File: src/rtl/core/mono_canvas_line_square_drawer_core_macros.svh
// ---------------------------------------------------------------------------
// Canvas drawer assertion macros
// Concurrent assertion wrappers, empty when SYNTHESIS is defined.
// ---------------------------------------------------------------------------
`ifndef MONO_CANVAS_LINE_SQUARE_DRAWER_CORE_MACROS_SVH
`define MONO_CANVAS_LINE_SQUARE_DRAWER_CORE_MACROS_SVH
`ifndef SYNTHESIS
// checked outside reset, sampled on clock
`define MCSD_ASSERT(label, prop, msg) \
   label: assert property (@(posedge clock) disable iff (reset) prop) else $error(msg);
// checked at every edge, reset included
`define MCSD_ASSERT_ALWAYS(label, prop, msg) \
   label: assert property (@(posedge clock) prop) else $error(msg);
`else
`define MCSD_ASSERT(label, prop, msg)
`define MCSD_ASSERT_ALWAYS(label, prop, msg)
`endif
`endif

File: src/rtl/core/mcsd_pkg.sv
// ---------------------------------------------------------------------------
// Canvas drawer package
// Shared types, constants and the page-layout address function.
// ---------------------------------------------------------------------------
package mcsd_pkg;

   localparam int DEF_CANVAS_WIDTH  = 128;
   localparam int DEF_CANVAS_HEIGHT = 32;

   // internal column covers any width up to 255, internal row any height up to 64
   localparam int XW         = 8;
   localparam int YW         = 6;
   localparam int ADDR_MAX_W = 11;
   localparam int QUEUE_DEPTH = 2;

   typedef enum logic [2:0] {
      CMD_SET_PIXEL   = 3'd0,
      CMD_CLEAR_PIXEL = 3'd1,
      CMD_DRAW_LINE   = 3'd2,
      CMD_FILL_SQUARE = 3'd3,
      CMD_READ_BYTE   = 3'd4
   } cmd_type;

   typedef enum logic [1:0] {
      OP_ACCESS = 2'd0,
      OP_LINE   = 2'd1,
      OP_SQUARE = 2'd2
   } op_type;

   typedef enum logic [1:0] {
      ACC_NONE = 2'd0,
      ACC_SET  = 2'd1,
      ACC_CLR  = 2'd2,
      ACC_READ = 2'd3
   } acc_type;

   typedef struct packed {
      op_type                  op;
      acc_type                 acc;
      logic [ADDR_MAX_W-1:0]   addr;
      logic [7:0]              mask;
      logic                    status;
      logic                    steep;
      logic                    neg;
      logic [6:0]              p0;
      logic [6:0]              p1;
      logic [6:0]              q0;
      logic [6:0]              da;
      logic [6:0]              db;
      logic [XW-1:0]           x0;
      logic [XW-1:0]           x1;
      logic [YW-1:0]           y0;
      logic [YW-1:0]           y1;
   } job_type;

   typedef struct packed {
      logic full;
      logic empty;
   } q_status_type;

   function automatic logic [ADDR_MAX_W-1:0] byte_addr(input logic [2:0]    page,
                                                       input logic [XW-1:0] col,
                                                       input logic [XW-1:0] w);
      return ADDR_MAX_W'(page) * ADDR_MAX_W'(w) + ADDR_MAX_W'(col);
   endfunction

endpackage

File: src/rtl/core/mcsd_queue.sv
// ---------------------------------------------------------------------------
// Canvas drawer job queue
// Short FIFO of classified jobs between the front end and the draw engine.
// ---------------------------------------------------------------------------
`include "mono_canvas_line_square_drawer_core_macros.svh"

module mcsd_queue import mcsd_pkg::*; (
   input  logic         clock,
   input  logic         reset,
   input  logic         push,
   input  job_type      push_job,
   input  logic         pop,
   output job_type      head_job,
   output q_status_type status
);

   // depth is a power of two so the pointers wrap on their own
   localparam int PW = $clog2(QUEUE_DEPTH);

   job_type       entry_ff [QUEUE_DEPTH];
   logic [PW-1:0] wr_ptr_ff, rd_ptr_ff;
   logic [PW:0]   count_ff, count_in;

   assign status.full  = (count_ff == (PW+1)'(QUEUE_DEPTH));
   assign status.empty = (count_ff == '0);
   assign head_job     = entry_ff[rd_ptr_ff];

   always_comb begin
      count_in = count_ff;
      if (push && !pop) begin
         count_in = count_ff + (PW+1)'(1);
      end else if (pop && !push) begin
         count_in = count_ff - (PW+1)'(1);
      end
   end

   always_ff @(posedge clock) begin
      if (reset) begin
         wr_ptr_ff <= '0;
         rd_ptr_ff <= '0;
         count_ff  <= '0;
      end else begin
         count_ff <= count_in;
         if (push) begin
            wr_ptr_ff <= wr_ptr_ff + PW'(1);
         end
         if (pop) begin
            rd_ptr_ff <= rd_ptr_ff + PW'(1);
         end
      end
   end

   always_ff @(posedge clock) begin
      if (push) begin
         entry_ff[wr_ptr_ff] <= push_job;
      end
   end

   `MCSD_ASSERT(a_queue_no_overflow, push |-> !status.full, "push into full job queue")
   `MCSD_ASSERT(a_queue_no_underflow, pop |-> !status.empty, "pop from empty job queue")

endmodule

File: config.mk
export PLATFORM = sky130hd
export DESIGN_NAME = mcsd_queue
export DESIGN_NICKNAME = d
export VERILOG_FILES = /design/src/rtl/core/mcsd_pkg.sv /design/src/rtl/core/mcsd_queue.sv
export VERILOG_INCLUDE_DIRS = /design/src /design/src/rtl/core
export SDC_FILE = /design/constraint.sdc
export NUM_CORES = 1
export LEC_CHECK = 0
export BUFFER_PORTS_ARGS = -buffer_cell sky130_fd_sc_hd__clkbuf_2
export CAP_MARGIN = 30
export CORE_ASPECT_RATIO = 1.75
export CORE_MARGIN = 5
export CORE_UTILIZATION = 56
export DETAILED_ROUTE_END_ITERATION = 10
export PLACE_DENSITY = 0.84
export SLEW_MARGIN = 20
export SYNTH_ARGS = -nofsm -noshare
export SYNTH_HDL_FRONTEND = slang
export SYNTH_SLANG_ARGS = --single-unit
File: constraint.sdc
create_clock -name clock -period 16.6 [get_ports clock]
set_input_delay 2.49 -clock clock [delete_from_list [all_inputs] [get_ports clock]]
set_output_delay 2.49 -clock clock [all_outputs]
set_load 0.1 [all_outputs]
==> results by stage <==
Route:
- After detailed routing, the number of vias per cell comes to 5.292.
- The DRC marker count from the first detailed-route iteration is 174.
- The pre-antenna-repair detailed-routing pass consisted of 5 iterations.
- The count of nets left with antenna violations once routing finished came out at 0.
- In the final routed layout, each cell accounts on average for 19.57 microns.
- Summed over all layers, the routed wires come to 12.58 mm.
- Summing over every cut layer, the via total after detailed routing is 3403.
- For this run, design rule violations remaining after detail routing come to 0.

GRT:
- The initial antenna violation count is 0.
- The global-route wire length before repair is 19.19 mm.
- The number of global-route vias before repair is 3745.
- For this run, the total global-route usage over all layers was measured as 18.00%.
- The sum of overflow across all layers after global routing is 0.
- Entering global routing, the biggest net connects 57 pins.

Logic synthesis:
- Sorting the synthesized cells by area gives the leading types as sky130_fd_sc_hd__edfxtp_1 (80%), sky130_fd_sc_hd__mux2_2 (13%), sky130_fd_sc_hd__mux2_4 (2.3%).
- The cell type contributing the most total cell area after synthesis is sky130_fd_sc_hd__edfxtp_1.
- The post-synthesis register bit count is 183.
- Sequential elements use 81.77% of the synthesized area.
- The number of flops mapped to enable cells by yosys is 178.
- When the netlist entered floorplanning its net count stood at 393.
- The average instance in the mapped netlist occupies 22.27 sq um.
- The most common cell in the synthesized netlist is sky130_fd_sc_hd__edfxtp_1.
- After technology mapping, the gate count stands at 299.
- The share of the synthesized area in the top cell type is 80.27%.
- The netlist area before placement is 6659 sq um.
- The most used flip-flop cell after synthesis is sky130_fd_sc_hd__edfxtp_1.
- In the synthesized netlist the async set-or-reset flop fraction comes to 0%.
- Counting instances in the post-synthesis netlist gives the leading cell types as sky130_fd_sc_hd__edfxtp_1 (178), sky130_fd_sc_hd__mux2_2 (79), sky130_fd_sc_hd__mux2_4 (10), sky130_fd_sc_hd__buf_2 (7).
- Yosys printed 0 warnings.
- After synthesis, the netlist uses 16 different library cells.

Setup path:
- STA classifies the critical path startpoint as a flip-flop.
- The critical path endpoint category is a primary output.
- The startpoint identified for the worst register-to-register timing path is wr_ptr_ff$_SDFFE_PP0P_.
- In this run the register-to-register setup slack is 14.84 ns.
- The endpoint of the most critical register-to-register path is entry_ff[1][73]$_DFFE_PP_.
- STA puts the critical path data required time at 14.11 ns.
- The critical path is of the flip-flop to primary output type.
- Along the worst path, the maximum fanout reaches 46.
- The delay of the slowest cell on the worst path is 0.74 ns.
- For the worst flop-to-flop path, the logic depth is 2.
- Traced cell by cell, the critical path runs through buf_4, mux2_2, clkbuf_2.
- The critical-path cell with the highest stage delay is sky130_fd_sc_hd__dfxtp_4.
- The data arrival time of the critical path is 2.61 ns.
- The destination of the critical timing path is head_job[23].

Clocking:
- Counting every sink on the clock net gives 183.
- The clock network latency to the later pin of the worst-skew pair is 0.41 ns.
- The number of H-tree levels is 4.
- After clock tree synthesis, the clock-pin slew on the worst setup and hold paths is 0.07 ns.
- The total clock buffers created by CTS is 17.
- The maximum root-to-sink buffer count is 2.
- The number of setup buffers added after CTS is 0.
- The number of resized instances in the post-cts repair step is 0.
- TritonCTS built the clock tree.
- The tree is rooted in a sky130_fd_sc_hd__clkbuf_16.
- In this run, post-CTS hold repair placed 0 buffers.

Cells and area:
- The count of nets after finishing is 589.
- The utilization after layout is 71.66%.
- The number of filler cells placed in the layout is 724.
- The total area of multi-input combinational cells is 1151 sq um.
- The sequential cell area is 5449 sq um.
- The finished cells cover 8346 sq um.
- The post-route netlist has 60.83% of its cells at a drive strength greater than 1.
- The area growth from synthesis to layout is 25.33%.
- The antenna cell count is 0.

Status:
- The flow ran to the end, and the final reports show no timing, DRC or antenna violations.

Min path:
- The launch point of the worst hold path is count_ff[1]$_SDFFE_PP0P_.
- The min-delay analysis places its worst path in the category flip-flop to flip-flop.

STA:
- At the pin with the least slew margin, the transition time is 0.7876 ns.
- The worst path in the final design needs a cycle of 5.105 ns, including I/O delays and setup.
- After layout, the worst path uses 30.75% of the clock period.
- The hold violation count in the final report is 0.
- The max-slew violation count is 0.
- Setup repair after global routing left no endpoint under its margin.
- The post-route worst hold slack is 0.5127 ns.
- Derived from the worst setup path, the maximum achievable clock frequency is 195.9 MHz.
- Summed over all failing endpoints, the final setup total negative slack is 0 ns.
- The normalized max-slew margin is 47.50%.
- The setup skew after layout is 0.008273 ns.
- The setup violation total in the final timing report is 0.

Floorplan:
- The total I/O pin count is 184.
- The floorplan has 52 rows.
- The core region is 11650 sq um.
- The area of the die is 14260 sq um.
- The starting density of the core is 57.18%.
- The horizontal die dimension is 92.43 microns.
- The die height is 154.3 microns.

Placement:
- The placer's final routability congestion estimate is 0.7429.
- Detailed placement finished with a half-perimeter wire length of 8.990 mm.
- The count of buffers inserted at the top-level ports is 183.
- The cell area after placement is 7751 sq um.

Pwr:
- The leakage power total is 3.216 nW.
- The power per unit of standard cell area is 146.5 nW/um^2.
- Across the VDD grid, the largest voltage drop is 0.09744 mV.
- Overall power consumption after layout is estimated at 1.223 mW.

Job:
- Across the run, the number of max-cap violations was 0.
[layout by cell type, fill, tap and decap left out, types with 3 or more instances in the layout]
cell type,netlist,final
sky130_fd_sc_hd__dfxtp_1,5,4
sky130_fd_sc_hd__mux2_2,79,79
sky130_fd_sc_hd__inv_6,0,4
sky130_fd_sc_hd__clkbuf_16,0,17
sky130_fd_sc_hd__nor2_1,5,5
sky130_fd_sc_hd__mux2_4,10,10
sky130_fd_sc_hd__edfxtp_1,178,178
sky130_fd_sc_hd__clkbuf_2,0,183
sky130_fd_sc_hd__inv_8,0,3
[area by class of cell]
| type | instances | share of cell area (%) |
|---|---|---|
| clock buffer | 18 | 5.142 |
| inverter | 1 | 0.04498 |
| clock inverter | 14 | 1.979 |
| timing repair buffer | 187 | 11.72 |
| tap | 135 | 2.024 |
| sequential | 183 | 65.29 |
| multi-input combinational | 105 | 13.79 |
[cells by family after synthesis]
group	count (synthesis)	share of synthesized area [%]
flip-flops	183	81.77
adder cells (fa/ha/maj)	1	0.1879
AND/OR/NAND/NOR	9	0.6578
XOR/XNOR	4	0.5262
AO/OA/AOI/OAI	2	0.1502
buffers and inverters	11	1.090
multiplexers	89	15.61
[registers in the layout, indices dropped and copies added, names as in the netlist, named ones only]
name       cells
entry_ff     178
count_ff       2
rd_ptr_ff      1
wr_ptr_ff      1
[metrics by stage]
step / setup WS [ns] / std cells
CTS: 11.44 / 643
global placement: 11.94 / 609
finish: 11.50 / 643
floorplan: 9.680 / 299
detailed placement: 11.90 / 611
global route: 11.36 / 643
[critical path: cells and delay by family (launching register included)]
kind	cells	cell delay, ns
mux	1	0.41
buf+inv	2	0.97
flops	1	0.74
[routing by layer]
metal	share of wire [%]	global-route usage (%)
met5	0	0
met4	3.9	9.993
met3	6.0	4.959
met2	57	32.72
met1	34	18.18
[report_power, final]
| group | switching, mW | internal (mW) | total (mW) |
|---|---|---|---|
| logic | 0.226 | 0.0523 | 0.278 |
| clock network | 0.168 | 0.227 | 0.394 |
| registers | 0.0118 | 0.539 | 0.551 |
[worst min path at each step]
| stage | end | slack, ns | cells after the start |
|---|---|---|---|
| 2_1_floorplan | count_ff[1]$_SDFFE_PP0P_ | 0.46 | 2 |
| 3_3_place_gp | count_ff[1]$_SDFFE_PP0P_ | 0.49 | 2 |
| 3_5_place_dp | count_ff[1]$_SDFFE_PP0P_ | 0.50 | 2 |
| 4_1_cts | count_ff[1]$_SDFFE_PP0P_ | 0.52 | 2 |
| 5_1_grt | count_ff[1]$_SDFFE_PP0P_ | 0.54 | 2 |
| 6_report | count_ff[1]$_SDFFE_PP0P_ | 0.51 | 2 |
Note: power is estimated with default switching activity, not from simulation.
