## config.mk

```make
export PLATFORM = sky130hd
export DESIGN_NAME = mcsd_front
export DESIGN_NICKNAME = d
export VERILOG_FILES = /design/src/rtl/core/mcsd_pkg.sv /design/src/rtl/core/mcsd_front.sv
export VERILOG_INCLUDE_DIRS = /design/src /design/src/rtl/core
export SDC_FILE = /design/constraint.sdc
export NUM_CORES = 1
export LEC_CHECK = 0
export BUFFER_PORTS_ARGS = -buffer_cell sky130_fd_sc_hd__buf_4
export CAP_MARGIN = 30
export CORE_ASPECT_RATIO = 0.8
export CORE_MARGIN = 4
export CORE_UTILIZATION = 40
export DETAILED_ROUTE_END_ITERATION = 10
export GPL_TIMING_DRIVEN = 0
export PLACE_DENSITY = 0.68
export REMOVE_ABC_BUFFERS = 1
export SLEW_MARGIN = 20
export SYNTH_ARGS = -nofsm -noshare
export SYNTH_HDL_FRONTEND = slang
export SYNTH_SLANG_ARGS = --single-unit
```

## constraint.sdc

```tcl
create_clock -name clock -period 8.9 [get_ports clock]
set_clock_uncertainty 0.05 [all_clocks]
set_input_delay 2.67 -clock clock [delete_from_list [all_inputs] [get_ports clock]]
set_output_delay 2.67 -clock clock [all_outputs]
set_load 0.02 [all_outputs]
```

## src/rtl/core/mono_canvas_line_square_drawer_core_macros.svh

```systemverilog
// ---------------------------------------------------------------------------
// Canvas drawer assertion macros
// Concurrent assertion wrappers, empty when SYNTHESIS is defined.
// ---------------------------------------------------------------------------
`ifndef MONO_CANVAS_LINE_SQUARE_DRAWER_CORE_MACROS_SVH
`define MONO_CANVAS_LINE_SQUARE_DRAWER_CORE_MACROS_SVH
`ifndef SYNTHESIS
// checked outside reset, sampled on clock
`define MCSD_ASSERT(label, prop, msg) \
   label: assert property (@(posedge clock) disable iff (reset) prop) else $error(msg);
// checked at every edge, reset included
`define MCSD_ASSERT_ALWAYS(label, prop, msg) \
   label: assert property (@(posedge clock) prop) else $error(msg);
`else
`define MCSD_ASSERT(label, prop, msg)
`define MCSD_ASSERT_ALWAYS(label, prop, msg)
`endif
`endif

```

## src/rtl/core/mcsd_pkg.sv

```systemverilog
// ---------------------------------------------------------------------------
// Canvas drawer package
// Shared types, constants and the page-layout address function.
// ---------------------------------------------------------------------------
package mcsd_pkg;

   localparam int DEF_CANVAS_WIDTH  = 128;
   localparam int DEF_CANVAS_HEIGHT = 32;

   // internal column covers any width up to 255, internal row any height up to 64
   localparam int XW         = 8;
   localparam int YW         = 6;
   localparam int ADDR_MAX_W = 11;
   localparam int QUEUE_DEPTH = 2;

   typedef enum logic [2:0] {
      CMD_SET_PIXEL   = 3'd0,
      CMD_CLEAR_PIXEL = 3'd1,
      CMD_DRAW_LINE   = 3'd2,
      CMD_FILL_SQUARE = 3'd3,
      CMD_READ_BYTE   = 3'd4
   } cmd_type;

   typedef enum logic [1:0] {
      OP_ACCESS = 2'd0,
      OP_LINE   = 2'd1,
      OP_SQUARE = 2'd2
   } op_type;

   typedef enum logic [1:0] {
      ACC_NONE = 2'd0,
      ACC_SET  = 2'd1,
      ACC_CLR  = 2'd2,
      ACC_READ = 2'd3
   } acc_type;

   typedef struct packed {
      op_type                  op;
      acc_type                 acc;
      logic [ADDR_MAX_W-1:0]   addr;
      logic [7:0]              mask;
      logic                    status;
      logic                    steep;
      logic                    neg;
      logic [6:0]              p0;
      logic [6:0]              p1;
      logic [6:0]              q0;
      logic [6:0]              da;
      logic [6:0]              db;
      logic [XW-1:0]           x0;
      logic [XW-1:0]           x1;
      logic [YW-1:0]           y0;
      logic [YW-1:0]           y1;
   } job_type;

   typedef struct packed {
      logic full;
      logic empty;
   } q_status_type;

   function automatic logic [ADDR_MAX_W-1:0] byte_addr(input logic [2:0]    page,
                                                       input logic [XW-1:0] col,
                                                       input logic [XW-1:0] w);
      return ADDR_MAX_W'(page) * ADDR_MAX_W'(w) + ADDR_MAX_W'(col);
   endfunction

endpackage

```

## src/rtl/core/mcsd_front.sv

```systemverilog
// ---------------------------------------------------------------------------
// Canvas drawer front end
// Accepts commands, holds one, and classifies it into a job for the queue.
// ---------------------------------------------------------------------------
`include "mono_canvas_line_square_drawer_core_macros.svh"

module mcsd_front import mcsd_pkg::*; #(
   parameter int CANVAS_WIDTH  = DEF_CANVAS_WIDTH,
   parameter int CANVAS_HEIGHT = DEF_CANVAS_HEIGHT
) (
   input  logic         clock,
   input  logic         reset,
   input  logic         start,
   output logic         busy,
   input  logic [2:0]   req_command,
   input  logic [6:0]   req_x_start,
   input  logic [4:0]   req_y_start,
   input  logic [6:0]   req_x_end,
   input  logic [4:0]   req_y_end,
   input  logic [5:0]   req_square_size,
   input  logic [8:0]   req_byte_index,
   input  logic         clear_active,
   input  q_status_type q_status,
   output logic         q_push,
   output job_type      q_job
);

   localparam int PAGES = (CANVAS_HEIGHT + 7) / 8;
   localparam int DEPTH = CANVAS_WIDTH * PAGES;
   localparam logic [XW-1:0]         WIDTH_X  = XW'(CANVAS_WIDTH);
   localparam logic [YW:0]           HEIGHT_Y = (YW+1)'(CANVAS_HEIGHT);
   localparam logic [ADDR_MAX_W-1:0] DEPTH_A  = ADDR_MAX_W'(DEPTH);

   logic       hold_valid_ff, hold_valid_in;
   cmd_type    hold_command_ff;
   logic [6:0] hold_x_start_ff;
   logic [4:0] hold_y_start_ff;
   logic [6:0] hold_x_end_ff;
   logic [4:0] hold_y_end_ff;
   logic [5:0] hold_size_ff;
   logic [8:0] hold_index_ff;

   logic       accept;
   logic       pix_inb;
   logic [XW-1:0] sq_x_sum;
   logic [YW:0]   sq_y_sum;
   logic       sq_reject;
   logic [6:0] da_x, db_y, ma0, ma1, mi0, mi1, p0, p1, q0, q1;
   logic       steep, swap;

   assign busy   = clear_active || (hold_valid_ff && q_status.full);
   assign accept = start && !busy;
   assign q_push = hold_valid_ff && !q_status.full;

   always_comb begin
      hold_valid_in = hold_valid_ff;
      if (accept) begin
         hold_valid_in = 1'b1;
      end else if (q_push) begin
         hold_valid_in = 1'b0;
      end
   end

   always_ff @(posedge clock) begin
      if (reset) begin
         hold_valid_ff <= 1'b0;
      end else begin
         hold_valid_ff <= hold_valid_in;
      end
   end

   always_ff @(posedge clock) begin
      if (accept) begin
         hold_command_ff <= cmd_type'(req_command);
         hold_x_start_ff <= req_x_start;
         hold_y_start_ff <= req_y_start;
         hold_x_end_ff   <= req_x_end;
         hold_y_end_ff   <= req_y_end;
         hold_size_ff    <= req_square_size;
         hold_index_ff   <= req_byte_index;
      end
   end

   assign pix_inb = ({1'b0, hold_x_start_ff} < WIDTH_X) &&
                    ({2'b0, hold_y_start_ff} < HEIGHT_Y);

   assign sq_x_sum  = {1'b0, hold_x_start_ff} + {2'b0, hold_size_ff};
   assign sq_y_sum  = {2'b0, hold_y_start_ff} + {1'b0, hold_size_ff};
   assign sq_reject = (sq_x_sum > WIDTH_X) || (sq_y_sum > HEIGHT_Y);

   // line setup: pick the major axis, order endpoints along it
   always_comb begin
      da_x  = (hold_x_end_ff >= hold_x_start_ff) ? hold_x_end_ff - hold_x_start_ff
                                                 : hold_x_start_ff - hold_x_end_ff;
      db_y  = (hold_y_end_ff >= hold_y_start_ff) ? {2'b0, hold_y_end_ff - hold_y_start_ff}
                                                 : {2'b0, hold_y_start_ff - hold_y_end_ff};
      steep = db_y > da_x;
      ma0   = steep ? {2'b0, hold_y_start_ff} : hold_x_start_ff;
      ma1   = steep ? {2'b0, hold_y_end_ff}   : hold_x_end_ff;
      mi0   = steep ? hold_x_start_ff : {2'b0, hold_y_start_ff};
      mi1   = steep ? hold_x_end_ff   : {2'b0, hold_y_end_ff};
      swap  = ma0 > ma1;
      p0    = swap ? ma1 : ma0;
      p1    = swap ? ma0 : ma1;
      q0    = swap ? mi1 : mi0;
      q1    = swap ? mi0 : mi1;
   end

   always_comb begin
      q_job        = '0;
      q_job.op     = OP_ACCESS;
      q_job.acc    = ACC_NONE;
      q_job.steep  = steep;
      q_job.neg    = !(q1 > q0);
      q_job.p0     = p0;
      q_job.p1     = p1;
      q_job.q0     = q0;
      q_job.da     = steep ? db_y : da_x;
      q_job.db     = steep ? da_x : db_y;
      q_job.x0     = {1'b0, hold_x_start_ff};
      q_job.x1     = sq_x_sum - XW'(1);
      q_job.y0     = {1'b0, hold_y_start_ff};
      q_job.y1     = YW'(sq_y_sum - (YW+1)'(1));
      q_job.mask   = 8'b1 << hold_y_start_ff[2:0];
      q_job.addr   = byte_addr({1'b0, hold_y_start_ff[4:3]}, {1'b0, hold_x_start_ff},
                               WIDTH_X);
      unique case (hold_command_ff)
         CMD_SET_PIXEL: begin
            if (pix_inb) begin
               q_job.acc = ACC_SET;
            end
         end
         CMD_CLEAR_PIXEL: begin
            if (pix_inb) begin
               q_job.acc = ACC_CLR;
            end
         end
         CMD_DRAW_LINE: begin
            q_job.op = OP_LINE;
         end
         CMD_FILL_SQUARE: begin
            if (sq_reject) begin
               q_job.status = 1'b1;
            end else if (hold_size_ff != '0) begin
               q_job.op = OP_SQUARE;
            end
         end
         CMD_READ_BYTE: begin
            q_job.addr = ADDR_MAX_W'(hold_index_ff);
            if (ADDR_MAX_W'(hold_index_ff) < DEPTH_A) begin
               q_job.acc = ACC_READ;
            end
         end
         default: begin
            q_job.acc = ACC_NONE;
         end
      endcase
   end

   // a held command must drain in the same cycle a new one lands on it
   `MCSD_ASSERT(a_front_no_overwrite, (accept && hold_valid_ff) |-> q_push, "held command overwritten")

endmodule

```

==> impl_metrics.py <==
metrics = {
    "critical_path": {
        "crit_path_end_kind": "output pin",
        "crit_slowest_cell": "edfxtp_1",
        "max_stage_delay_ns": 0.43,
        "worst_r2r_startpoint": "hold_valid_ff",
        "regToRegSetupSlack_ns": 7.29,
        "r2r-end": "hold_y_start_ff[0]",
        "required_ns": 6.18,
        "critPathMaxFanout": 7,
        "crit_type": "register to output pin",
        "cp_common_cell": "o21a_1",
        "cp.arrival_ns": 6.86,
        "rr_worst_depth": 3,
        "start_kind": "register",
    },
    "placement": {
        "dp_slack_ns": -3.14,
        "post_dp_cell_area_um2": 5500,
        "dp_hpwl_um": 9450,
        "port_buffers": 131,
        "gp_congestion": 0.841,
    },
    "timing": {
        "period_minus_slack_ns": 9.58,
        "hold_viol": 0,
        "finalSetupViolCount": 1,
        "worstMarginPinSlew_ns": 0.918,
        "max_slew_margin_pct": 37.8,
        "slew_violations": 0,
        "setup_ws_ns": -0.678,
        "rsz0062_at_grt": "true",
        "finalCritPeriodShare_pct": 108,
        "finalSetupTns_ns": -0.678,
        "fmax_mhz": 104,
    },
    "worst_hold_path": {
        "min_to": "hold_valid_ff",
        "hold_start": "hold_valid_ff",
        "holdCritPathClass": "register to register",
        "min_path_cells": 2,
    },
    "routing": {
        "via_count": 3962,
        "vias_per_cell": 5.11,
        "final_antenna_net_count": 0,
        "drt-total-wl_um": 13800,
        "drt_iter0_drc": 311,
        "drt-pass1-iter-count": 4,
        "wire_per_inst_um": 17.8,
        "drc": 0,
    },
    "floorplanning": {
        "initial_utilization_pct": 40.8,
        "io_pins": 139,
        "dieHeight_um": 102,
        "rows": 34,
        "die_w_um": 126,
        "die_area_um2": 12800,
        "core_area_um2": 10800,
    },
    "finish": {
        "syn2layout_area_growth_pct": 43.2,
        "final_cell_area_um2": 6330,
        "drive_gt1_share_pct": 36.6,
        "fill_cells": 899,
        "utilization_pct": 58.4,
        "layout.nets": 740,
        "final_cell_mix": "176 x buf_4, 64 x mux2i_1, 48 x ha_1, 42 x edfxtp_1, 41 x inv_1",
        "diodes": 0,
        "final_common_cell": "buf_4",
    },
    "synthesis": {
        "synth_cell_types": 49,
        "ys_ff_latch": 43,
        "synth_area_um2": 4420,
        "syn_area_per_cell_um2": 9.72,
        "synth_edf_count": 42,
        "synthCells": 455,
        "synthTopCellsByArea": "edfxtp_1 29%, mux2i_1 16%, ha_1 16%, xnor2_1 4.2%, inv_1 3.9%",
        "yosysTopAreaCell": "edfxtp_1",
        "synth-main-ff-cell": "edfxtp_1",
        "synth_seq_area_share_pct": 29.0,
        "async_flop_share_pct": 0,
        "yosysTopAreaCellShare_pct": 28.5,
        "ys.warnings.count": 0,
    },
    "status": {
        "violations": "setup timing",
        "outcome": "finished, violations left",
    },
    "clock_network": {
        "clk_latency_ns": 0.29,
        "cts_tree": "done",
        "clock_path_buffers": 2,
        "htreeDepth": 2,
        "cts_buffers": 5,
        "path_clk_slew_ns": 0.06,
        "cts-root-buf": "clkbuf_16",
        "hold_buffers": 0,
        "cts_sinks": 43,
    },
    "global_route": {
        "grt.overflow.total": 0,
        "antenna_found_initial": 0,
        "grt_start_max_net_pins": 25,
        "first_global_vias": 4007,
        "grt_pass1_wl_um": 21100,
        "grt_usage_pct": 20.8,
    },
    "pwr": {
        "vdd_drop_max_mv": 0.0904,
        "leakage_nw": 3.04,
        "p_per_area_nw_per_um2": 168,
    },
    "run": {
        "maxCapViolCount": 0,
    },
}
==> stage by stage <==
step / total power [mW] / instances / hold slack (ns)
final: 1.07 / 775 / 0.488
after global routing: 1.12 / 775 / 0.523
after CTS: 1.04 / 767 / 0.488
after detailed placement: 0.727 / 714 / 0.462
after global placement: 0.717 / 713 / 0.437
after floorplan: 0.557 / 438 / 0.421
==> how the worst max path moves through the flow <==
stage                           end  depth (start not counted)          startpoint  slack, ns
after floorplan           q_job[63]                         32  hold_x_start_ff[4]      -2.14
after global placement    q_job[63]                         33  hold_x_start_ff[4]      -3.45
after detailed placement  q_job[63]                         33  hold_x_start_ff[4]      -3.14
after CTS                 q_job[63]                         34    hold_x_end_ff[4]      -0.55
after global routing      q_job[63]                         34    hold_x_end_ff[1]      -0.97
final                     q_job[63]                         34  hold_x_start_ff[4]      -0.68
==> power breakdown <==
part	leakage [nW]	internal, mW	switching [mW]	total, mW
Combinational	2.55	0.278	0.316	0.594
Sequential	0.401	0.233	0.00965	0.243
Clock	0.0875	0.141	0.0881	0.230
==> synthesized netlist by cell type (3+ instances only) <==
master	n
mux2i_1	71
ha_1	56
inv_1	46
edfxtp_1	42
a21oi_1	28
nand2_1	24
nor2_1	24
xnor2_1	21
a21o_1	16
o21ai_0	15
o21a_1	12
nor3_1	10
buf_4	8
buf_2	7
mux2_1	7
fa_1	6
nand3_1	5
nor2b_1	5
xor2_1	5
clkbuf_1	4
nand2b_1	4
nand3b_1	3
o22ai_1	3
==> routing by layer <==
layer / track usage (%) / up-vias / share of wire (%)
li1: - / 1974 / -
met1: 28.4 / 1808 / 45
met2: 33.6 / 158 / 46
met3: 4.28 / 22 / 7.2
met4: 6.00 / 0 / 2.1
met5: 0 / - / 0
==> critical path, delay by kind of cell, from the launching register on <==
| family | cells | cell delay, ns |
|---|---|---|
| adder cells (fa/ha/maj) | 4 | 0.95 |
| flip-flops | 1 | 0.43 |
| multiplexers | 4 | 0.97 |
| buffers and inverters | 4 | 0.52 |
| AO/OA/AOI/OAI | 18 | 2.99 |
| XOR/XNOR | 1 | 0.18 |
| AND/OR/NAND/NOR | 3 | 0.50 |
==> state kept, by name, summed over array words and instances (netlist names) <==
name,count
hold_index_ff,9
hold_x_end_ff,7
hold_x_start_ff,7
hold_size_ff,6
hold_y_end_ff,5
hold_y_start_ff,5
hold_command_ff,3
hold_valid_ff,1
==> kinds of logic (layout without fill, tap and decap cells) <==
logic type	Yosys count	after routing	share of synthesized area (%)
other cells	1	6	0.0848
simple gates	87	88	9.42
xor+xnor	26	26	5.15
compound gates	89	90	12.8
buf+inv	69	238	7.10
fa+ha+maj	62	62	18.6
flops	43	43	29.0
mux	78	78	17.9
==> final cells by class <==
| type | instances | area, um^2 | share of cell area, % |
|---|---|---|---|
| Clock buffer | 6 | 139 | 2.19 |
| Clock inverter | 2 | 38.8 | 0.612 |
| Inverter | 47 | 189 | 2.98 |
| Multi-Input combinational cell | 350 | 3080 | 48.7 |
| Sequential cell | 43 | 1280 | 20.2 |
| Tap cell | 144 | 180 | 2.84 |
| Timing Repair Buffer | 182 | 1410 | 22.3 |
| Timing Repair inverter | 1 | 8.76 | 0.138 |
==> what timing repair did <==
item	CTS	global route
setup endpoints to repair	22	1
pin swaps	18	9
buffers inserted	42	8
cloned	3	0
endpoints found under the hold margin	0	0
resized for setup	37	14
Power figures use the tool's default switching activity.
